$ cat src/i2cm_pkg.sv
// Shared types and codes for the I2C master bit engine.
package i2cm_pkg;

  localparam logic [2:0] OP_TICK  = 3'd0;
  localparam logic [2:0] OP_START = 3'd1;
  localparam logic [2:0] OP_STOP  = 3'd2;
  localparam logic [2:0] OP_WRITE = 3'd3;
  localparam logic [2:0] OP_ACK   = 3'd4;
  localparam logic [2:0] OP_READ  = 3'd5;

  localparam logic CFG_HALF_PERIOD = 1'b0;
  localparam logic CFG_ACK_TRIES   = 1'b1;

  localparam logic [7:0] HALF_PERIOD_RST = 8'd5;
  localparam logic [3:0] ACK_TRIES_RST   = 4'd6;
  localparam logic [3:0] BITS_PER_BYTE   = 4'd8;

  typedef enum logic [2:0] {
    CMD_TICK,
    CMD_START,
    CMD_STOP,
    CMD_WRITE,
    CMD_ACK,
    CMD_READ
  } cmd_t;

  typedef struct packed {
    cmd_t       cmd;
    logic [7:0] data;
    logic       send_ack;
    logic       sda_in;
  } item_t;

endpackage

$ cat src/i2cm_front.sv
// Front end: classify the incoming op code into a command item.
module i2cm_front (
  input  logic [2:0]     in_op,
  input  logic [7:0]     in_data,
  input  logic           in_send_ack,
  input  logic           in_sda_in,
  output i2cm_pkg::item_t item
);

  i2cm_pkg::cmd_t cmd;

  always_comb begin
    case (in_op)
      i2cm_pkg::OP_START: cmd = i2cm_pkg::CMD_START;
      i2cm_pkg::OP_STOP:  cmd = i2cm_pkg::CMD_STOP;
      i2cm_pkg::OP_WRITE: cmd = i2cm_pkg::CMD_WRITE;
      i2cm_pkg::OP_ACK:   cmd = i2cm_pkg::CMD_ACK;
      i2cm_pkg::OP_READ:  cmd = i2cm_pkg::CMD_READ;
      default:            cmd = i2cm_pkg::CMD_TICK;
    endcase
  end

  assign item.cmd      = cmd;
  assign item.data     = in_data;
  assign item.send_ack = in_send_ack;
  assign item.sda_in   = in_sda_in;

endmodule

$ cat src/i2cm_queue.sv
// Short FIFO of classified items between front end and sequencer.
module i2cm_queue #(
  parameter int DEPTH = 2
) (
  input  logic            clk,
  input  logic            rst_n,
  input  logic            push_valid,
  output logic            push_stall,
  input  i2cm_pkg::item_t push_item,
  output logic            pop_valid,
  input  logic            pop_ready,
  output i2cm_pkg::item_t pop_item
);

  localparam int AW = (DEPTH > 1) ? $clog2(DEPTH) : 1;
  localparam int CW = $clog2(DEPTH + 1);

  i2cm_pkg::item_t mem_r [DEPTH];
  logic [AW-1:0]   wr_ptr_r;
  logic [AW-1:0]   rd_ptr_r;
  logic [CW-1:0]   cnt_r;
  logic            push;
  logic            pop;

  assign push_stall = (cnt_r == CW'(DEPTH));
  assign pop_valid  = (cnt_r != '0);
  assign push       = push_valid && !push_stall;
  assign pop        = pop_valid && pop_ready;
  assign pop_item   = mem_r[rd_ptr_r];

  always_ff @(posedge clk) begin
    if (push) begin
      mem_r[wr_ptr_r] <= push_item;
    end
  end

  always_ff @(posedge clk) begin
    if (!rst_n) begin
      wr_ptr_r <= '0;
      rd_ptr_r <= '0;
      cnt_r    <= '0;
    end else begin
      if (push) begin
        wr_ptr_r <= (wr_ptr_r == AW'(DEPTH - 1)) ? '0 : wr_ptr_r + AW'(1);
      end
      if (pop) begin
        rd_ptr_r <= (rd_ptr_r == AW'(DEPTH - 1)) ? '0 : rd_ptr_r + AW'(1);
      end
      if (push && !pop) begin
        cnt_r <= cnt_r + CW'(1);
      end else if (pop && !push) begin
        cnt_r <= cnt_r - CW'(1);
      end
    end
  end

endmodule

$ cat src/i2cm_back.sv
// Back end: bus sequencer that runs one tick per item and holds the result.
module i2cm_back (
  input  logic            clk,
  input  logic            rst_n,
  input  logic            cfg_we,
  input  logic            cfg_index,
  input  logic [7:0]      cfg_data,
  input  logic            q_valid,
  output logic            q_ready,
  input  i2cm_pkg::item_t q_item,
  output logic            out_valid,
  input  logic            out_stall,
  output logic            out_scl,
  output logic            out_sda_out,
  output logic            out_sda_oe,
  output logic            out_busy_res,
  output logic            out_done_res,
  output logic [7:0]      out_rx_byte,
  output logic            out_ack_error
);

  typedef enum logic [3:0] {
    S_IDLE, S_ST1, S_ST2, S_ST3, S_SP1, S_SP2,
    S_WR_A, S_WR_B, S_WR_C, S_AK_A, S_AK_S,
    S_RD_A, S_RD_B, S_RA_A, S_RA_B, S_RA_C
  } seq_t;

  logic [7:0] hp_r;
  logic [3:0] tries_cfg_r;
  seq_t       st_r,     st_nxt;
  logic [7:0] dly_r,    dly_nxt;
  logic [3:0] bits_r,   bits_nxt;
  logic [7:0] shift_r,  shift_nxt;
  logic [3:0] tries_r,  tries_nxt;
  logic       scl_r,    scl_nxt;
  logic       sda_r,    sda_nxt;
  logic       oe_r,     oe_nxt;
  logic       ackw_r,   ackw_nxt;
  logic       err_r,    err_nxt;
  logic [7:0] rx_r,     rx_nxt;
  logic       done_r,   done_nxt;
  logic       vld_r;
  logic       act;
  logic       pop;

  assign q_ready = !vld_r || !out_stall;
  assign pop     = q_valid && q_ready;

  always_comb begin
    st_nxt    = st_r;
    dly_nxt   = dly_r;
    bits_nxt  = bits_r;
    shift_nxt = shift_r;
    tries_nxt = tries_r;
    scl_nxt   = scl_r;
    sda_nxt   = sda_r;
    oe_nxt    = oe_r;
    ackw_nxt  = ackw_r;
    err_nxt   = err_r;
    rx_nxt    = rx_r;
    done_nxt  = 1'b0;
    act       = 1'b1;

    if (st_r == S_IDLE) begin
      act = 1'b0;
      case (q_item.cmd)
        i2cm_pkg::CMD_START: begin
          oe_nxt  = 1'b1;
          scl_nxt = 1'b1;
          sda_nxt = 1'b1;
          st_nxt  = S_ST1;
          dly_nxt = hp_r;
        end
        i2cm_pkg::CMD_STOP: begin
          oe_nxt  = 1'b1;
          scl_nxt = 1'b1;
          sda_nxt = 1'b0;
          st_nxt  = S_SP1;
          dly_nxt = hp_r;
        end
        i2cm_pkg::CMD_WRITE: begin
          oe_nxt    = 1'b1;
          scl_nxt   = 1'b0;
          bits_nxt  = '0;
          sda_nxt   = q_item.data[7];
          shift_nxt = {q_item.data[6:0], 1'b0};
          st_nxt    = S_WR_A;
          dly_nxt   = hp_r;
        end
        i2cm_pkg::CMD_ACK: begin
          oe_nxt    = 1'b0;
          sda_nxt   = 1'b1;
          tries_nxt = (tries_cfg_r != '0) ? tries_cfg_r : 4'd1;
          st_nxt    = S_AK_A;
          dly_nxt   = hp_r;
        end
        i2cm_pkg::CMD_READ: begin
          oe_nxt    = 1'b0;
          scl_nxt   = 1'b0;
          shift_nxt = '0;
          bits_nxt  = '0;
          ackw_nxt  = q_item.send_ack;
          st_nxt    = S_RD_A;
          dly_nxt   = hp_r;
        end
        default: begin
        end
      endcase
    end else if (dly_r != '0) begin
      dly_nxt = dly_r - 8'd1;
      if (dly_nxt != '0) begin
        act = 1'b0;
      end
    end

    if (act) begin
      case (st_r)
        S_ST1: begin
          sda_nxt = 1'b0;
          st_nxt  = S_ST2;
          dly_nxt = hp_r;
        end
        S_ST2: begin
          scl_nxt = 1'b0;
          st_nxt  = S_ST3;
          dly_nxt = hp_r;
        end
        S_ST3: begin
          st_nxt   = S_IDLE;
          done_nxt = 1'b1;
        end
        S_SP1: begin
          sda_nxt = 1'b1;
          st_nxt  = S_SP2;
          dly_nxt = hp_r;
        end
        S_SP2: begin
          st_nxt   = S_IDLE;
          done_nxt = 1'b1;
        end
        S_WR_A: begin
          scl_nxt = 1'b1;
          st_nxt  = S_WR_B;
          dly_nxt = hp_r;
        end
        S_WR_B: begin
          scl_nxt  = 1'b0;
          bits_nxt = bits_r + 4'd1;
          st_nxt   = S_WR_C;
          dly_nxt  = hp_r;
        end
        S_WR_C: begin
          if (bits_r < i2cm_pkg::BITS_PER_BYTE) begin
            sda_nxt   = shift_r[7];
            shift_nxt = {shift_r[6:0], 1'b0};
            st_nxt    = S_WR_A;
            dly_nxt   = hp_r;
          end else begin
            sda_nxt  = 1'b1;
            st_nxt   = S_IDLE;
            done_nxt = 1'b1;
          end
        end
        S_AK_A: begin
          scl_nxt = 1'b1;
          st_nxt  = S_AK_S;
          dly_nxt = hp_r;
        end
        S_AK_S: begin
          if (!q_item.sda_in) begin
            scl_nxt  = 1'b0;
            err_nxt  = 1'b0;
            st_nxt   = S_IDLE;
            done_nxt = 1'b1;
          end else begin
            if (tries_r != '0) begin
              tries_nxt = tries_r - 4'd1;
            end
            if (tries_nxt == '0) begin
              err_nxt = 1'b1;
              oe_nxt  = 1'b1;
              scl_nxt = 1'b1;
              sda_nxt = 1'b0;
              st_nxt  = S_SP1;
              dly_nxt = hp_r;
            end
          end
        end
        S_RD_A: begin
          scl_nxt   = 1'b1;
          shift_nxt = {shift_r[6:0], q_item.sda_in};
          bits_nxt  = bits_r + 4'd1;
          st_nxt    = S_RD_B;
          dly_nxt   = hp_r;
        end
        S_RD_B: begin
          scl_nxt = 1'b0;
          dly_nxt = hp_r;
          if (bits_r < i2cm_pkg::BITS_PER_BYTE) begin
            st_nxt = S_RD_A;
          end else begin
            oe_nxt  = 1'b1;
            sda_nxt = !ackw_r;
            st_nxt  = S_RA_A;
          end
        end
        S_RA_A: begin
          scl_nxt = 1'b1;
          st_nxt  = S_RA_B;
          dly_nxt = hp_r;
        end
        S_RA_B: begin
          scl_nxt = 1'b0;
          st_nxt  = S_RA_C;
          dly_nxt = hp_r;
        end
        S_RA_C: begin
          if (ackw_r) begin
            sda_nxt = 1'b1;
          end
          rx_nxt   = shift_r;
          st_nxt   = S_IDLE;
          done_nxt = 1'b1;
        end
        default: begin
          st_nxt = S_IDLE;
        end
      endcase
    end
  end

  always_ff @(posedge clk) begin
    if (!rst_n) begin
      hp_r        <= i2cm_pkg::HALF_PERIOD_RST;
      tries_cfg_r <= i2cm_pkg::ACK_TRIES_RST;
      st_r        <= S_IDLE;
      dly_r       <= '0;
      bits_r      <= '0;
      shift_r     <= '0;
      tries_r     <= '0;
      scl_r       <= 1'b1;
      sda_r       <= 1'b1;
      oe_r        <= 1'b1;
      ackw_r      <= 1'b0;
      err_r       <= 1'b0;
      rx_r        <= '0;
      done_r      <= 1'b0;
      vld_r       <= 1'b0;
    end else begin
      if (cfg_we) begin
        case (cfg_index)
          i2cm_pkg::CFG_HALF_PERIOD: hp_r        <= cfg_data;
          i2cm_pkg::CFG_ACK_TRIES:   tries_cfg_r <= cfg_data[3:0];
          default: begin
          end
        endcase
      end
      if (pop) begin
        st_r    <= st_nxt;
        dly_r   <= dly_nxt;
        bits_r  <= bits_nxt;
        shift_r <= shift_nxt;
        tries_r <= tries_nxt;
        scl_r   <= scl_nxt;
        sda_r   <= sda_nxt;
        oe_r    <= oe_nxt;
        ackw_r  <= ackw_nxt;
        err_r   <= err_nxt;
        rx_r    <= rx_nxt;
        done_r  <= done_nxt;
        vld_r   <= 1'b1;
      end else if (!out_stall) begin
        vld_r <= 1'b0;
      end
    end
  end

  assign out_valid     = vld_r;
  assign out_scl       = scl_r;
  assign out_sda_out   = sda_r;
  assign out_sda_oe    = oe_r;
  assign out_busy_res  = (st_r != S_IDLE);
  assign out_done_res  = done_r;
  assign out_rx_byte   = rx_r;
  assign out_ack_error = err_r;

endmodule

$ cat src/i2c_master_bit_engine_unit.sv
// Top level of the I2C master bit engine: front end, item queue and sequencer.
// An accepted item is written into the queue and then popped into the sequencer's result registers.
// Throughput: 1 item per cycle while the result side does not stall, one sequencer step per item.
// The queue of QUEUE_DEPTH items lets input and result sides stall apart.
// Reset: synchronous, active low; SCL and SDA driven high, idle, registers to defaults.
module i2c_master_bit_engine_unit #(
  parameter int QUEUE_DEPTH = 2
) (
  input  logic       clk,
  input  logic       rst_n,
  input  logic       cfg_we,
  input  logic       cfg_index,
  input  logic [7:0] cfg_data,
  input  logic       in_valid,
  output logic       in_stall,
  input  logic [2:0] in_op,
  input  logic [7:0] in_data,
  input  logic       in_send_ack,
  input  logic       in_sda_in,
  output logic       out_valid,
  input  logic       out_stall,
  output logic       out_scl,
  output logic       out_sda_out,
  output logic       out_sda_oe,
  output logic       out_busy_res,
  output logic       out_done_res,
  output logic [7:0] out_rx_byte,
  output logic       out_ack_error
);

  i2cm_pkg::item_t front_item;
  i2cm_pkg::item_t q_item;
  logic            q_valid;
  logic            q_ready;

  i2cm_front u_front (
    .in_op       (in_op),
    .in_data     (in_data),
    .in_send_ack (in_send_ack),
    .in_sda_in   (in_sda_in),
    .item        (front_item)
  );

  i2cm_queue #(
    .DEPTH (QUEUE_DEPTH)
  ) u_queue (
    .clk        (clk),
    .rst_n      (rst_n),
    .push_valid (in_valid),
    .push_stall (in_stall),
    .push_item  (front_item),
    .pop_valid  (q_valid),
    .pop_ready  (q_ready),
    .pop_item   (q_item)
  );

  i2cm_back u_back (
    .clk           (clk),
    .rst_n         (rst_n),
    .cfg_we        (cfg_we),
    .cfg_index     (cfg_index),
    .cfg_data      (cfg_data),
    .q_valid       (q_valid),
    .q_ready       (q_ready),
    .q_item        (q_item),
    .out_valid     (out_valid),
    .out_stall     (out_stall),
    .out_scl       (out_scl),
    .out_sda_out   (out_sda_out),
    .out_sda_oe    (out_sda_oe),
    .out_busy_res  (out_busy_res),
    .out_done_res  (out_done_res),
    .out_rx_byte   (out_rx_byte),
    .out_ack_error (out_ack_error)
  );

endmodule
$ cat config.mk
export PLATFORM = sky130hd
export DESIGN_NAME = i2c_master_bit_engine_unit
export DESIGN_NICKNAME = d
export VERILOG_FILES = /design/src/i2cm_pkg.sv /design/src/i2cm_front.sv /design/src/i2cm_queue.sv /design/src/i2cm_back.sv /design/src/i2c_master_bit_engine_unit.sv
export SDC_FILE = /design/constraint.sdc
export NUM_CORES = 1
export LEC_CHECK = 0
export BUFFER_PORTS_ARGS = -buffer_cell sky130_fd_sc_hd__buf_2
export CAP_MARGIN = 20
export CORE_MARGIN = 2
export CORE_UTILIZATION = 35
export CTS_CLUSTER_SIZE = 28
export DETAILED_ROUTE_END_ITERATION = 8
export PLACE_DENSITY = 0.52
export SLEW_MARGIN = 10
export SYNTH_ARGS = -nofsm -noshare
export SYNTH_HDL_FRONTEND = slang
export SYNTH_SLANG_ARGS = --single-unit
$ cat constraint.sdc
create_clock -name clk -period 3.3 [get_ports clk]
set_input_delay 0.165 -clock clk [delete_from_list [all_inputs] [get_ports clk]]
set_output_delay 0.165 -clock clk [all_outputs]
set_load 0.05 [all_outputs]
==> reports/metrics.cfg <==
[grt]
gr-total-overflow=0
grt_start_max_net_pins=35
grt_first_pass_wirelength_um=20250
grt_use_total_pct=17.64
antenna_found_initial=0
grt_pass1_vias=3976

[logic_synthesis]
syn_area_um2=4732
syn_avg_cell_area_um2=8.667
synthDominantCellAreaShare_pct=25.38
syn-num-nets=578
async_reset_ff_share_pct=0
synth_top_area_cell=dfxtp_1
ys_ff_latch=86
netlist_instances=546
ys_warn_count=0
synth_area_leaders=dfxtp_1 25%, edfxtp_1 16%, a21oi_1 5.1%, nand2_1 5.1%, nor2_1 3.5%
synth_edf_count=26
ys_types=80
ys.flop_type=dfxtp_1
ys_seq_area_share_pct=41.88

[timing]
rsz0062_at_grt=no
fin_worst_skew_ns=0.01178
report.final.slew_viol_count=0
finalSetupTns_ns=0
fin_crit_sh_pct=82.94
max_slew_margin_pct=50.53
finalSetupViolCount=0
hold_viol=0
max_slew.worst_pin.slew_ns=0.7413
maxClockFrequency_ghz=0.3654
layout_min_cycle_time_ns=2.737

[critical_path]
crit_path_start=u_queue.mem_r[0][11]
r2r-start=u_queue.mem_r[0][11]
worstSetupEndpointType=flop
crit_type=flop to flop
cp_max_fo=13
cpPeakStageDelay_ns=0.51
startpoint_type=flop
worst-path-buf-inv=0
cp_top_family=compound AO/OA/AOI/OAI gates
required_ns=3.52
worst_path_max_delay_cell=a211o_1
critPathArrivalTime_ns=2.96
cp_cell_sequence=or3b_1 -> a211o_1 -> o311a_1 -> o31a_1 -> nor4_1 -> o211ai_1

[placed_design]
dp.final_hpwl_um=8626
dp.cells=742
port-buffer-count=42
gp_congestion=0.8924

[floorplanning]
ios=43
rows=42
dieWidth_um=120.3
die_y_um=120.3
die-area_um2=14470
core_area_um2=13240
initial_utilization_pct=35.73

[final_layout]
final_cells=768
drive_gt1_share_pct=16.55
fin_nets=619
fillCellCount=1352
area_delta_synth_final_pct=16.79
n_antenna_cell=0

[worst_hold_path]
min_from=cfg_data[2]
hp-class=input pin to flop

[detailed_routing]
num_vias=4139
first_pass_iters=5
first_iter_violations=304
antenna_left=0
drc_errors=0
wire_per_inst_um=15.93
wirelength_um=12230
viasPerCell=5.389

[clock_tree]
postCtsSetupRepairBufs=0
ctsHtreeMaxLevel=3
clock_sinks=86
cts_made_buffers=9
cts_buffer_depth=2
cts_root_buffer=clkbuf_16
cts_tree=built
insertion_delay_ns=0.35
clk_pin_slew_worst_paths_ns=0.07

[power]
vdd_drop_max_mv=0.5466
clkPwrFrac_pct=23.0
combPwrFrac_pct=47.2
leakagePower_nw=2.022
switching_share_pct=43.77
switching_power_mw=2.147
p_int_mw=2.759
power_density_nw_per_um2=887.7
power.share.sequential_pct=29.8

[outcome]
status=finished, final reports clean

[run]
maxCapViolations=0

==> Yosys cell counts (4+ instances only) <==
cell       n
ha_1       5
o21ai_1   10
inv_1     17
a21oi_1   48
dfxtp_1   60
xor2_1     5
nor3_1    16
o21ai_0   32
a31oi_1    7
a22oi_1    6
buf_2      8
or3_1      6
nand2_1   64
nand2b_1  19
o31ai_1    4
nor2b_1    7
clkbuf_1  20
and3_1     4
edfxtp_1  26
o211ai_1  12
nand3_1   18
nor2_1    44
a211oi_1   8
mux2i_1   13
==> layout make-up <==
| type | count | area, um^2 | area share, % |
|---|---|---|---|
| clock buffers | 9 | 225.2 | 4.075 |
| flip-flops and latches | 86 | 1982 | 35.86 |
| clock inverters | 7 | 101.3 | 1.834 |
| repair buffers | 64 | 400.4 | 7.245 |
| inverters | 19 | 71.32 | 1.290 |
| multi-input cells | 407 | 2526 | 45.71 |
| well taps | 176 | 220.2 | 3.985 |
==> routing by layer <==
metal  vias to the layer above  routed length [um]  global-route usage (%)
met5                         -                   0                       0
met4                         0                 172                   6.177
met3                        13                 454                   3.915
met2                        86                5750                   28.59
met1                      1962                5857                   23.23
li1                       2078                   -                       -
==> power by group through the flow <==
stage / sequential (mW) / combinational [mW] / clock [mW]
floorplan: 1.48 / 1.71 / 0
global placement: 1.48 / 2.31 / 0
detailed placement: 1.48 / 2.30 / 0
CTS: 1.46 / 2.31 / 1.15
global route: 1.49 / 2.55 / 1.19
finish: 1.46 / 2.32 / 1.13
==> cell families after synthesis <==
logic type / synth area share [%]
flops: 41.88
compound gates: 24.91
simple gates: 22.32
mux: 3.464
fa+ha+maj: 1.322
xor+xnor: 1.296
buf+inv: 4.812
==> sequential cells by signal, summed over array words and instances (netlist names), 2 cells and up, named ones only <==
name / flops
u_queue.mem_r: 26
u_back.dly_r: 8
u_back.hp_r: 8
u_back.out_rx_byte: 8
u_back.shift_r: 8
u_back.bits_r: 4
u_back.st_r: 4
u_back.tries_cfg_r: 4
u_back.tries_r: 4
u_queue.cnt_r: 2
==> per-stage QoR <==
step | worst slack, ns | hold WS, ns | cell area, um^2 | total power, mW | utilization [%]
floorplan | 0.8740 | 0.2639 | 4732 | 3.192 | -
global placement | 0.5742 | 0.3541 | 5100 | 3.790 | 38.51
detailed placement | 0.5432 | 0.3566 | 5100 | 3.782 | 38.51
CTS | 0.5529 | 0.03240 | 5527 | 4.925 | 41.73
global route | 0.3244 | 0.06304 | 5527 | 5.223 | 41.73
finish | 0.5631 | 0.04283 | 5527 | 4.906 | 41.73
==> cells in the final DEF, fill, tap and decap left out, drive strengths merged, types with 3 or more instances in the layout <==
master	Yosys	final
and3	4	4
nor4	4	4
a22oi	6	6
ha	5	5
o21a	3	3
or2	3	3
o21bai	3	3
xor2	5	5
or3	7	7
buf	14	54
nor3	20	20
edfxtp	26	26
a31oi	7	7
nand2	65	65
a221oi	6	6
nor2	45	45
nor3b	3	3
a21oi	48	48
nand2b	19	19
clkbuf	20	9
nor2b	7	7
dlygate4sd3	0	10
o31ai	4	4
o211ai	13	13
nand3	18	18
o21ai	44	44
mux2	3	3
mux2i	13	13
a211oi	9	9
dfxtp	60	60
inv	18	21
==> path summary, 6_finish.rpt <==
path                           end  slack, ns  cells past startpoint
max             u_back.out_sda_out       0.56                      6
min                 u_back.hp_r[2]       0.04                      3
min reg2reg  u_back.out_rx_byte[5]       0.45                      2
max reg2reg     u_back.out_sda_out       0.56                      6
==> worst reg2reg max path, stage by stage (launching register included) <==
cell	delay [ns]
edfxtp_1	0.48
or3b_1	0.41
a211o_1	0.51
o311a_1	0.45
o31a_1	0.36
nor4_1	0.30
o211ai_1	0.12
==> timing repair <==
| item | 4_1_cts | 5_1_grt |
|---|---|---|
| resized for setup | 0 | 0 |
| hold buffers | 10 | 0 |
| hold endpoints to repair | 20 | 0 |
(Power assumes the default switching activity.)
